## src/rtl/s256_pkg.sv

```systemverilog
// sha-256 constants and round functions
// no dependencies; used by the hasher top level and its checker
package s256_pkg;

    localparam int DIGEST_WORDS = 8;
    localparam int ROUNDS       = 64;
    localparam int LENGTH_AT    = 56;
    localparam logic [7:0] PAD_BYTE = 8'h80;

    localparam logic [31:0] K_ROUND [ROUNDS] = '{
        32'h428a2f98, 32'h71374491, 32'hb5c0fbcf, 32'he9b5dba5,
        32'h3956c25b, 32'h59f111f1, 32'h923f82a4, 32'hab1c5ed5,
        32'hd807aa98, 32'h12835b01, 32'h243185be, 32'h550c7dc3,
        32'h72be5d74, 32'h80deb1fe, 32'h9bdc06a7, 32'hc19bf174,
        32'he49b69c1, 32'hefbe4786, 32'h0fc19dc6, 32'h240ca1cc,
        32'h2de92c6f, 32'h4a7484aa, 32'h5cb0a9dc, 32'h76f988da,
        32'h983e5152, 32'ha831c66d, 32'hb00327c8, 32'hbf597fc7,
        32'hc6e00bf3, 32'hd5a79147, 32'h06ca6351, 32'h14292967,
        32'h27b70a85, 32'h2e1b2138, 32'h4d2c6dfc, 32'h53380d13,
        32'h650a7354, 32'h766a0abb, 32'h81c2c92e, 32'h92722c85,
        32'ha2bfe8a1, 32'ha81a664b, 32'hc24b8b70, 32'hc76c51a3,
        32'hd192e819, 32'hd6990624, 32'hf40e3585, 32'h106aa070,
        32'h19a4c116, 32'h1e376c08, 32'h2748774c, 32'h34b0bcb5,
        32'h391c0cb3, 32'h4ed8aa4a, 32'h5b9cca4f, 32'h682e6ff3,
        32'h748f82ee, 32'h78a5636f, 32'h84c87814, 32'h8cc70208,
        32'h90befffa, 32'ha4506ceb, 32'hbef9a3f7, 32'hc67178f2
    };

    localparam logic [31:0] H_INIT [DIGEST_WORDS] = '{
        32'h6a09e667, 32'hbb67ae85, 32'h3c6ef372, 32'ha54ff53a,
        32'h510e527f, 32'h9b05688c, 32'h1f83d9ab, 32'h5be0cd19
    };

    function automatic logic [31:0] big_sigma0(input logic [31:0] x);
        return {x[1:0], x[31:2]} ^ {x[12:0], x[31:13]} ^ {x[21:0], x[31:22]};
    endfunction

    function automatic logic [31:0] big_sigma1(input logic [31:0] x);
        return {x[5:0], x[31:6]} ^ {x[10:0], x[31:11]} ^ {x[24:0], x[31:25]};
    endfunction

    function automatic logic [31:0] small_sigma0(input logic [31:0] x);
        return {x[6:0], x[31:7]} ^ {x[17:0], x[31:18]} ^ {3'b000, x[31:3]};
    endfunction

    function automatic logic [31:0] small_sigma1(input logic [31:0] x);
        return {x[16:0], x[31:17]} ^ {x[18:0], x[31:19]} ^ {10'b0, x[31:10]};
    endfunction

endpackage

```

## src/rtl/sha256_stream_hasher.sv

```systemverilog
// sha-256 hasher over a byte stream, one shared round unit under a sequencer
// depends on s256_pkg
//
// channel  direction  handshake                  payload
// in       to block   i_in_valid / o_in_stall    i_msg_byte, i_byte_present, i_end_of_message
// out      from block o_out_valid / i_out_stall  o_digest_word, o_word_index, o_last_word
//
// one byte item per cycle while the input is not stalled; a full block then runs 64 rounds and one hash update
// end of message: one padding byte per cycle (at most 72 over two blocks), a
// compression per full block, then 8 transfers
// input stalled during a compression and from end of message to the last digest word
// a stalled output holds word and index
// reset (synchronous, active low) loads the initial hash and clears count and length
module sha256_stream_hasher (
    input  logic        i_clk,
    input  logic        i_rst_n,
    input  logic        i_in_valid,
    output logic        o_in_stall,
    input  logic [7:0]  i_msg_byte,
    input  logic        i_byte_present,
    input  logic        i_end_of_message,
    output logic        o_out_valid,
    input  logic        i_out_stall,
    output logic [31:0] o_digest_word,
    output logic [2:0]  o_word_index,
    output logic        o_last_word
);
    import s256_pkg::*;

    localparam logic [2:0] S_IDLE   = 3'd0;
    localparam logic [2:0] S_PAD    = 3'd1;
    localparam logic [2:0] S_ROUND  = 3'd2;
    localparam logic [2:0] S_UPDATE = 3'd3;
    localparam logic [2:0] S_OUT    = 3'd4;

    localparam logic [5:0] FILL_LAST  = 6'(63);
    localparam logic [5:0] ROUND_LAST = 6'(ROUNDS - 1);
    localparam logic [2:0] WORD_LAST  = 3'(DIGEST_WORDS - 1);

    logic [2:0]   r_state;
    logic [5:0]   r_fill;
    logic [63:0]  r_bits;
    logic [5:0]   r_round;
    logic [2:0]   r_oidx;
    logic         r_pad;
    logic         r_marked;
    logic         r_len_blk;
    logic         r_final;
    logic [511:0] r_win;
    logic [31:0]  r_h [DIGEST_WORDS];
    logic [31:0]  r_a, r_b, r_c, r_d, r_e, r_f, r_g, r_hh;

    logic         in_xfer;
    logic         out_xfer;
    logic         shift_en;
    logic         block_full;
    logic         len_blk_eff;
    logic [7:0]   pad_byte;
    logic [7:0]   shift_byte;
    logic [2:0]   len_sel;
    logic [31:0]  w0, w1, w9, w14, n_w;
    logic [31:0]  t1, t2;

    assign o_in_stall = (r_state != S_IDLE);
    assign in_xfer    = i_in_valid && !o_in_stall;
    assign o_out_valid = (r_state == S_OUT);
    assign out_xfer   = o_out_valid && !i_out_stall;

    assign o_digest_word = r_h[r_oidx];
    assign o_word_index  = r_oidx;
    assign o_last_word   = (r_oidx == WORD_LAST);

    always_comb begin
        len_sel = 3'd7 - r_fill[2:0];
        if (!r_marked) begin
            pad_byte = PAD_BYTE;
        end else if (r_len_blk && r_fill >= 6'(LENGTH_AT)) begin
            pad_byte = r_bits[{len_sel, 3'b000} +: 8];
        end else begin
            pad_byte = 8'h00;
        end
        shift_en    = (in_xfer && i_byte_present) || (r_state == S_PAD);
        shift_byte  = (r_state == S_PAD) ? pad_byte : i_msg_byte;
        block_full  = shift_en && (r_fill == FILL_LAST);
        len_blk_eff = r_len_blk || (!r_marked && r_fill < 6'(LENGTH_AT));
    end

    // schedule taps and round arithmetic
    always_comb begin
        w0  = r_win[511:480];
        w1  = r_win[479:448];
        w9  = r_win[223:192];
        w14 = r_win[63:32];
        n_w = small_sigma1(w14) + w9 + small_sigma0(w1) + w0;
        t1  = r_hh + big_sigma1(r_e) + ((r_e & r_f) ^ (~r_e & r_g)) + K_ROUND[r_round] + w0;
        t2  = big_sigma0(r_a) + ((r_a & r_b) ^ (r_a & r_c) ^ (r_b & r_c));
    end

    always_ff @(posedge i_clk) begin
        if (shift_en) begin
            r_win <= {r_win[503:0], shift_byte};
        end else if (r_state == S_ROUND) begin
            r_win <= {r_win[479:0], n_w};
        end
    end

    always_ff @(posedge i_clk) begin
        if (!i_rst_n) begin
            r_state   <= S_IDLE;
            r_fill    <= '0;
            r_bits    <= '0;
            r_round   <= '0;
            r_oidx    <= '0;
            r_pad     <= 1'b0;
            r_marked  <= 1'b0;
            r_len_blk <= 1'b0;
            r_final   <= 1'b0;
            for (int i = 0; i < DIGEST_WORDS; i++) begin
                r_h[i] <= H_INIT[i];
            end
        end else begin
            if (shift_en) begin
                r_fill <= r_fill + 6'd1;
            end
            if (block_full) begin
                r_round <= '0;
                r_a <= r_h[0]; r_b <= r_h[1]; r_c <= r_h[2]; r_d  <= r_h[3];
                r_e <= r_h[4]; r_f <= r_h[5]; r_g <= r_h[6]; r_hh <= r_h[7];
            end
            unique case (r_state)
                S_IDLE: begin
                    if (in_xfer) begin
                        if (i_byte_present) begin
                            r_bits <= r_bits + 64'd8;
                        end
                        if (block_full) begin
                            r_state   <= S_ROUND;
                            r_pad     <= i_end_of_message;
                            r_marked  <= 1'b0;
                            r_len_blk <= 1'b0;
                            r_final   <= 1'b0;
                        end else if (i_end_of_message) begin
                            r_state   <= S_PAD;
                            r_pad     <= 1'b1;
                            r_marked  <= 1'b0;
                            r_len_blk <= 1'b0;
                            r_final   <= 1'b0;
                        end
                    end
                end
                S_PAD: begin
                    r_marked <= 1'b1;
                    if (block_full) begin
                        r_state   <= S_ROUND;
                        r_final   <= len_blk_eff;
                        // a block filled here without the length passes it on to the next block
                        r_len_blk <= 1'b1;
                    end else if (len_blk_eff) begin
                        r_len_blk <= 1'b1;
                    end
                end
                S_ROUND: begin
                    r_hh <= r_g;
                    r_g  <= r_f;
                    r_f  <= r_e;
                    r_e  <= r_d + t1;
                    r_d  <= r_c;
                    r_c  <= r_b;
                    r_b  <= r_a;
                    r_a  <= t1 + t2;
                    r_round <= r_round + 6'd1;
                    if (r_round == ROUND_LAST) begin
                        r_state <= S_UPDATE;
                    end
                end
                S_UPDATE: begin
                    r_h[0] <= r_h[0] + r_a;
                    r_h[1] <= r_h[1] + r_b;
                    r_h[2] <= r_h[2] + r_c;
                    r_h[3] <= r_h[3] + r_d;
                    r_h[4] <= r_h[4] + r_e;
                    r_h[5] <= r_h[5] + r_f;
                    r_h[6] <= r_h[6] + r_g;
                    r_h[7] <= r_h[7] + r_hh;
                    if (r_final) begin
                        r_state <= S_OUT;
                        r_oidx  <= '0;
                    end else if (r_pad) begin
                        r_state <= S_PAD;
                    end else begin
                        r_state <= S_IDLE;
                    end
                end
                S_OUT: begin
                    if (out_xfer) begin
                        if (r_oidx == WORD_LAST) begin
                            r_state   <= S_IDLE;
                            r_bits    <= '0;
                            r_fill    <= '0;
                            r_pad     <= 1'b0;
                            r_marked  <= 1'b0;
                            r_len_blk <= 1'b0;
                            r_final   <= 1'b0;
                            for (int i = 0; i < DIGEST_WORDS; i++) begin
                                r_h[i] <= H_INIT[i];
                            end
                        end else begin
                            r_oidx <= r_oidx + 3'd1;
                        end
                    end
                end
                default: begin
                    r_state <= S_IDLE;
                end
            endcase
        end
    end

endmodule

```

## config.mk

```make
export PLATFORM = sky130hd
export DESIGN_NAME = sha256_stream_hasher
export DESIGN_NICKNAME = d
export VERILOG_FILES = /design/src/rtl/s256_pkg.sv /design/src/rtl/sha256_stream_hasher.sv
export SDC_FILE = /design/constraint.sdc
export NUM_CORES = 2
export LEC_CHECK = 0
export BUFFER_PORTS_ARGS = -buffer_cell sky130_fd_sc_hd__buf_2
export CORE_MARGIN = 2
export CORE_UTILIZATION = 49
export DETAILED_ROUTE_END_ITERATION = 6
export GPL_ROUTABILITY_DRIVEN = 0
export PLACE_DENSITY_LB_ADDON = 0.12
export RECOVER_POWER = 100
export SLEW_MARGIN = 5
export SYNTH_ARGS = -nofsm -noshare
export SYNTH_HDL_FRONTEND = slang
export SYNTH_SLANG_ARGS = --single-unit
```

## constraint.sdc

```tcl
create_clock -name i_clk -period 22.9 [get_ports i_clk]
set_input_delay 2.29 -clock i_clk [delete_from_list [all_inputs] [get_ports i_clk]]
set_output_delay 2.29 -clock i_clk [all_outputs]
set_load 0.01 [all_outputs]
```

# Word level (Yosys, flattened, before mapping)
# Memory sizes are Yosys's and may differ from the RTL's. A register that Yosys moved wholly into a read port is not among the register bits.
# Cells that the tools add are included.
[word_totals]
rom_bits = 2048
mem_count = 2
regBits = 854
output_inout_bits = 38
latch_bits = 0
input_bits = 14
elab_cells = 214
mem_bits_rw = 256
[op_classes]
n_reduce_logical = 26
mul = 0
bitwise = 34
shifts = 1
eq_ne = 17
div_mod_pow = 0
addsub = 23
order_cmp = 3
muxes = 90
[mem_list]
columns = ["name", "words", "width", "read_ports", "rd_clocked_by_memory_dff", "wr", "line_no", "rtl"]
rows = [
  ["(name not given)", 64, 32, 1, 0, 0, "sha256_stream_hasher.sv:95", "t1 = r_hh + big_sigma1(r_e) + ((r_e & r_f) ^ (~r_e & r_g)) + K_ROUND[r_round] + w0;"],
  ["r_h", 8, 32, 9, 1, 8, "sha256_stream_hasher.sv:50", "logic [31:0] r_h [DIGEST_WORDS];"],
]
[ops]
columns = ["cell", "count"]
rows = [
  ["two-way mux 32 bit", 34],
  ["two-way mux 512 bit", 2],
  ["adder 32 bit", 18],
  ["XOR 32 bit", 9],
  ["two-way mux 64 bit", 4],
  ["AND 32 bit", 5],
  ["case mux 64 bit (2 select lines)", 1],
  ["adder 64 x 4 -> 64 bit, second input constant", 1],
  ["variable part select 64 x 7 -> 8 bit", 1],
  ["two-way mux 3 bit", 13],
  ["two-way mux 6 bit", 6],
  ["inverter 32 bit", 1],
  ["XOR 32 x 22 -> 32 bit", 1],
  ["XOR 32 x 29 -> 32 bit", 1],
  ["two-way mux 8 bit", 3],
  ["two-way mux 1 bit", 21],
  ["AND reduction 6 bit", 3],
  ["bitwise OR 1 bit", 16],
  ["case mux 3 bit (5 select lines)", 1],
  ["AND reduction 5 bit", 3],
  ["adder 6 x 1 -> 6 bit, second input constant", 2],
  ["equality test 6 bit, second input constant", 2],
  ["!= test 2 bit, second input constant", 5],
  ["case mux 1 bit (3 select lines)", 3],
  ["21 further kinds", 38],
]

# Depth between registers and ports, before layout
[depth]
word_depth = 9
ltp_mapped = 37
depth_no_buf = 35

# Worst setup path after synthesis
# Ideal clock, no wire load.
[synth_timing]
path_type = "input -> register"
start = "input port i_byte_present"
end = "register r_win[0] (enable)"
path_stages = 6
setup_slack_ns = 7.579
required_time_ns = 19.268
arrival_time_ns = 11.689
setup_time_ns = 3.632
cell_sequence = "a21oi_1 -> nand2b_1 -> clkbuf_1 -> clkbuf_1 -> clkbuf_1 -> nand2_1"
[synth_via]
elab_chain_len = 3
[synth_lines]
columns = ["item", "line_no", "rtl"]
rows = [
  ["start: declaration", "sha256_stream_hasher.sv:20", "input logic i_byte_present,"],
  ["logical AND 1 bit", "sha256_stream_hasher.sv:82", "shift_en = (in_xfer && i_byte_present) || (r_state == S_PAD);"],
  ["logical OR 1 bit", "sha256_stream_hasher.sv:82", ""],
  ["nonzero test 2 bit (no source line)", "n/a", ""],
  ["end signal: assignment", "sha256_stream_hasher.sv:101", "r_win <= {r_win[503:0], shift_byte};"],
  ["end signal: assignment", "sha256_stream_hasher.sv:103", "r_win <= {r_win[479:0], n_w};"],
  ["end: declaration", "sha256_stream_hasher.sv:49", "logic [511:0] r_win;"],
]
# No other way between the ends.
# A chain may end at the register's enable or synchronous reset.

# Worst setup path in the final report
[layout_timing]
start = "input port i_byte_present"
end = "register r_b[22] (enable)"
[layout_via]
elab_chain_len = 5
[layout_lines]
columns = ["item", "line_no", "rtl"]
rows = [
  ["logical AND 1 bit", "sha256_stream_hasher.sv:82", ""],
  ["logical OR 1 bit", "sha256_stream_hasher.sv:82", ""],
  ["logical AND 1 bit", "sha256_stream_hasher.sv:84", "block_full = shift_en && (r_fill == FILL_LAST);"],
  ["nonzero test 2 bit (no source line)", "n/a", ""],
  ["AND reduction 2 bit (no source line)", "n/a", ""],
  ["end signal: assignment", "sha256_stream_hasher.sv:127", "r_a <= r_h[0]; r_b <= r_h[1]; r_c <= r_h[2]; r_d <= r_h[3];"],
  ["end signal: assignment", "sha256_stream_hasher.sv:169", "r_b <= r_a;"],
  ["end: declaration", "sha256_stream_hasher.sv:51", "logic [31:0] r_a, r_b, r_c, r_d, r_e, r_f, r_g, r_hh;"],
]
# No other way between the ends.

==> metrics.md <==
| Metric | Value |
|---|---|
| Status | `finished with violations` |
| Failing checks | `max-capacitance violations, max-slew violations` |
| Via count | `60200` |
| Largest register FFs | `512` |
| Crit path from | `i_byte_present` |
| CP Class | `input pin to flip-flop` |
| Layout fillers | `14200` |
| Yosys top cell by area | `edfxtp_1` |
| Post-CTS setup buffer count | `0` |
| Die H | `396 um` |
| Vias in the first global route | `57800` |
| Post-Route WL | `236 mm` |
| WL met2 | `107 mm` |
| Root buf cell | `clkbuf_16` |
| Syn Inst Count | `8313` |
| Post-DP Area | `77200 um2` |
| Top layer in use | `met5` |
| Post-synthesis sequential area ratio | `0.413` |
| Die area | `157000 um2` |
| Final setup fails | `0` |
| CTS max path bufs | `3` |
| Cell variety after synth | `100` |
| Worst Path Arrival | `13.04 ns` |
| Unrepaired setup endpoints after global routing | `no` |
| Io pins | `52` |
| Final hold slack | `0.489 ns` |
| Synth top area share | `0.356` |
| Tmin final | `12.91 ns` |
| Endpoints failing hold | `0` |
| H-tree levels | `4` |
| R2R setup slack | `10.86 ns` |
| Metal-1 WL | `101 mm` |
| Post-route cell area | `81200 um2` |
| Die W | `396 um` |
| WP data required | `23.03 ns` |
| Post-CTS Hold Fix Bufs | `0` |
| Pwr/cell area | `108 nW/um2` |
| Dpl hpwl | `173 mm` |
| Hold Crit Class | `flip-flop to flip-flop` |
| Initial drt markers | `6363` |
| DRC | `0` |
| Pin count of the biggest net entering global routing | `240` |
| Worst skew pair latency | `0.79 ns` |
| MaxCap Viol Count | `36` |
| Syn nets | `8923` |
| Synth top cells by count | `nand2_1, edfxtp_1, inv_1` |
| Vias/cell | `5.87` |
| Synth warn | `0` |
| GRT Resource Usage Total | `0.298` |
| Post-Route Skew | `0.0370 ns` |
| Main synth FF type | `edfxtp_1` |
| Total clock sinks | `1110` |
| Antenna violations before repair | `7` |
| Static leakage | `33.9 nW` |
| Port bufs | `51` |
| Post-CTS sizing | `0` |
| Fin. max-slew vios | `2653` |
| Setup TNS | `0 ns` |
| CTS buffer count | `134` |
| Layout cell share with drive strength beyond 1 | `0.0510` |
| Starting density of the core | `0.492` |
| Gr ovfl total | `0` |
| WL met3 | `18.1 mm` |
| Count leader, synth | `nand2_1` |
| Post-synthesis instance area | `75500 um2` |
| Worst setup SP type | `input pin` |
| 1st-pass router iterations | `6` |
| Hold Crit Start | `r_h[5][21]$_SDFFE_PP0P_` |
| Core footprint | `154000 um2` |
| Setup crit end kind | `flip-flop` |
| Peak supply drop | `0.143 mV` |
| Final ANT Viol Nets | `0` |
| Worst-Margin Slew | `9.59 ns` |
| Area growth from synthesis to layout | `7.54%` |
| Largest regs | `r_win: 512 flops, r_h: 256 flops, r_bits: 61 flops` |
| Clock transition at the registers of the reported paths | `0.06 ns` |
| Biggest register | `r_win` |
| CTS tree | `built` |
| Asr flop ratio synth | `0` |
| Global-route wire length before repair | `360 mm` |
| Number of synthesized flops with an enable pin | `896` |
| Rows | `144` |
| Tcrit/Tclk final | `0.564` |
| Worst-path maximum fanout | `127` |
| Number of synthesized register bits | `1110` |
| Final #Nets | `8715` |
| Critical R2R Launch | `r_fill[1]$_SDFF_PN0_` |
| Mean Syn Cell Area | `9.08 um2` |
| WL per Instance | `23.0 um` |
| Top cells by area, synth | `edfxtp_1, nand2_1, ha_1, dfxtp_1, fa_1` |
| Max Fclk | `77.5 MHz` |
| Rel. slew slack | `-5.39` |
-- logic make-up after synthesis --
family          synth area share
fa+ha+maj                  0.119
mux                       0.0375
xor+xnor                  0.0729
buf+inv                   0.0474
flops                      0.413
simple gates               0.178
compound gates             0.132
-- cells in the final DEF (no fill, tap or decap), types with 14 or more instances in the layout --
cell	n
or3_1	40
nand2_1	2374
dfxtp_1	209
o21ai_1	15
a21o_1	216
o31ai_1	22
o311ai_0	15
o211ai_1	70
mux2_1	17
a31oi_1	43
xnor2_1	324
nand2b_1	61
clkinv_1	27
a21boi_0	18
o21ai_0	438
mux2i_1	30
inv_1	495
nor3_1	80
buf_4	26
o21a_1	54
clkinv_2	21
nand3_1	115
mux4_2	81
nand4_1	31
mux2_2	46
and2_1	21
buf_2	29
ha_1	399
fa_1	197
nor2_1	348
clkbuf_1	78
a211o_1	14
a211oi_1	62
nor2b_1	56
o21bai_1	45
a21oi_1	433
xor2_1	304
edfxtp_1	896
clkbuf_16	135
and3_1	51
-- per-stage QoR --
step                power (mW)   util  worst slack [ns]  instances
floorplan                 5.54      -              7.58       8313
global placement          6.55  0.503             14.33      10000
detailed placement        6.58  0.503             14.25      10000
CTS                       8.72  0.531             14.23      10300
global route              9.33  0.529              9.41      10300
finish                    8.78  0.529              9.99      10300
-- layout make-up --
| cell class | instances | area [um2] | area share |
|---|---|---|---|
| well taps | 2044 | 2560 | 0.0315 |
| flip-flops and latches | 1110 | 31200 | 0.384 |
| diodes | 2 | 5.00 | 0.0000617 |
| inverters | 498 | 1870 | 0.0230 |
| multi-input cells | 6252 | 40700 | 0.502 |
| clock inverters | 71 | 658 | 0.00811 |
| clock buffers | 170 | 3610 | 0.0445 |
| repair buffers | 109 | 559 | 0.00689 |
-- metal layers --
metal | global-route usage | up-vias
met4 | 0.119 | 4
met1 | 0.409 | 29300
met2 | 0.467 | 2371
met3 | 0.0517 | 510
met5 | 0 | -
li1 | - | 28000
-- worst max-delay path: stages --
cell      delay (ns)
clkbuf_1        0.15
a21oi_1         0.11
nor3_1          0.21
nand4_1         0.44
nand2_1         0.29
and2_0          3.29
clkbuf_1        5.93
-- power by group --
part	internal [mW]	total, mW	switching, mW
logic	1.55	4.00	2.45
clock network	1.19	2.10	0.911
registers	2.51	2.67	0.160
total	5.25	8.78	3.52
-- path summary, 6_finish.rpt --
check / end / depth (start not counted)
worst max-delay path: r_b[22]$_DFFE_PP_ / 7
worst max register to register: r_b[22]$_DFFE_PP_ / 5
worst min register to register: r_h[5][21]$_SDFFE_PP0P_ / 2
worst min-delay path: r_h[5][21]$_SDFFE_PP0P_ / 2
(Power assumes the default switching activity.)
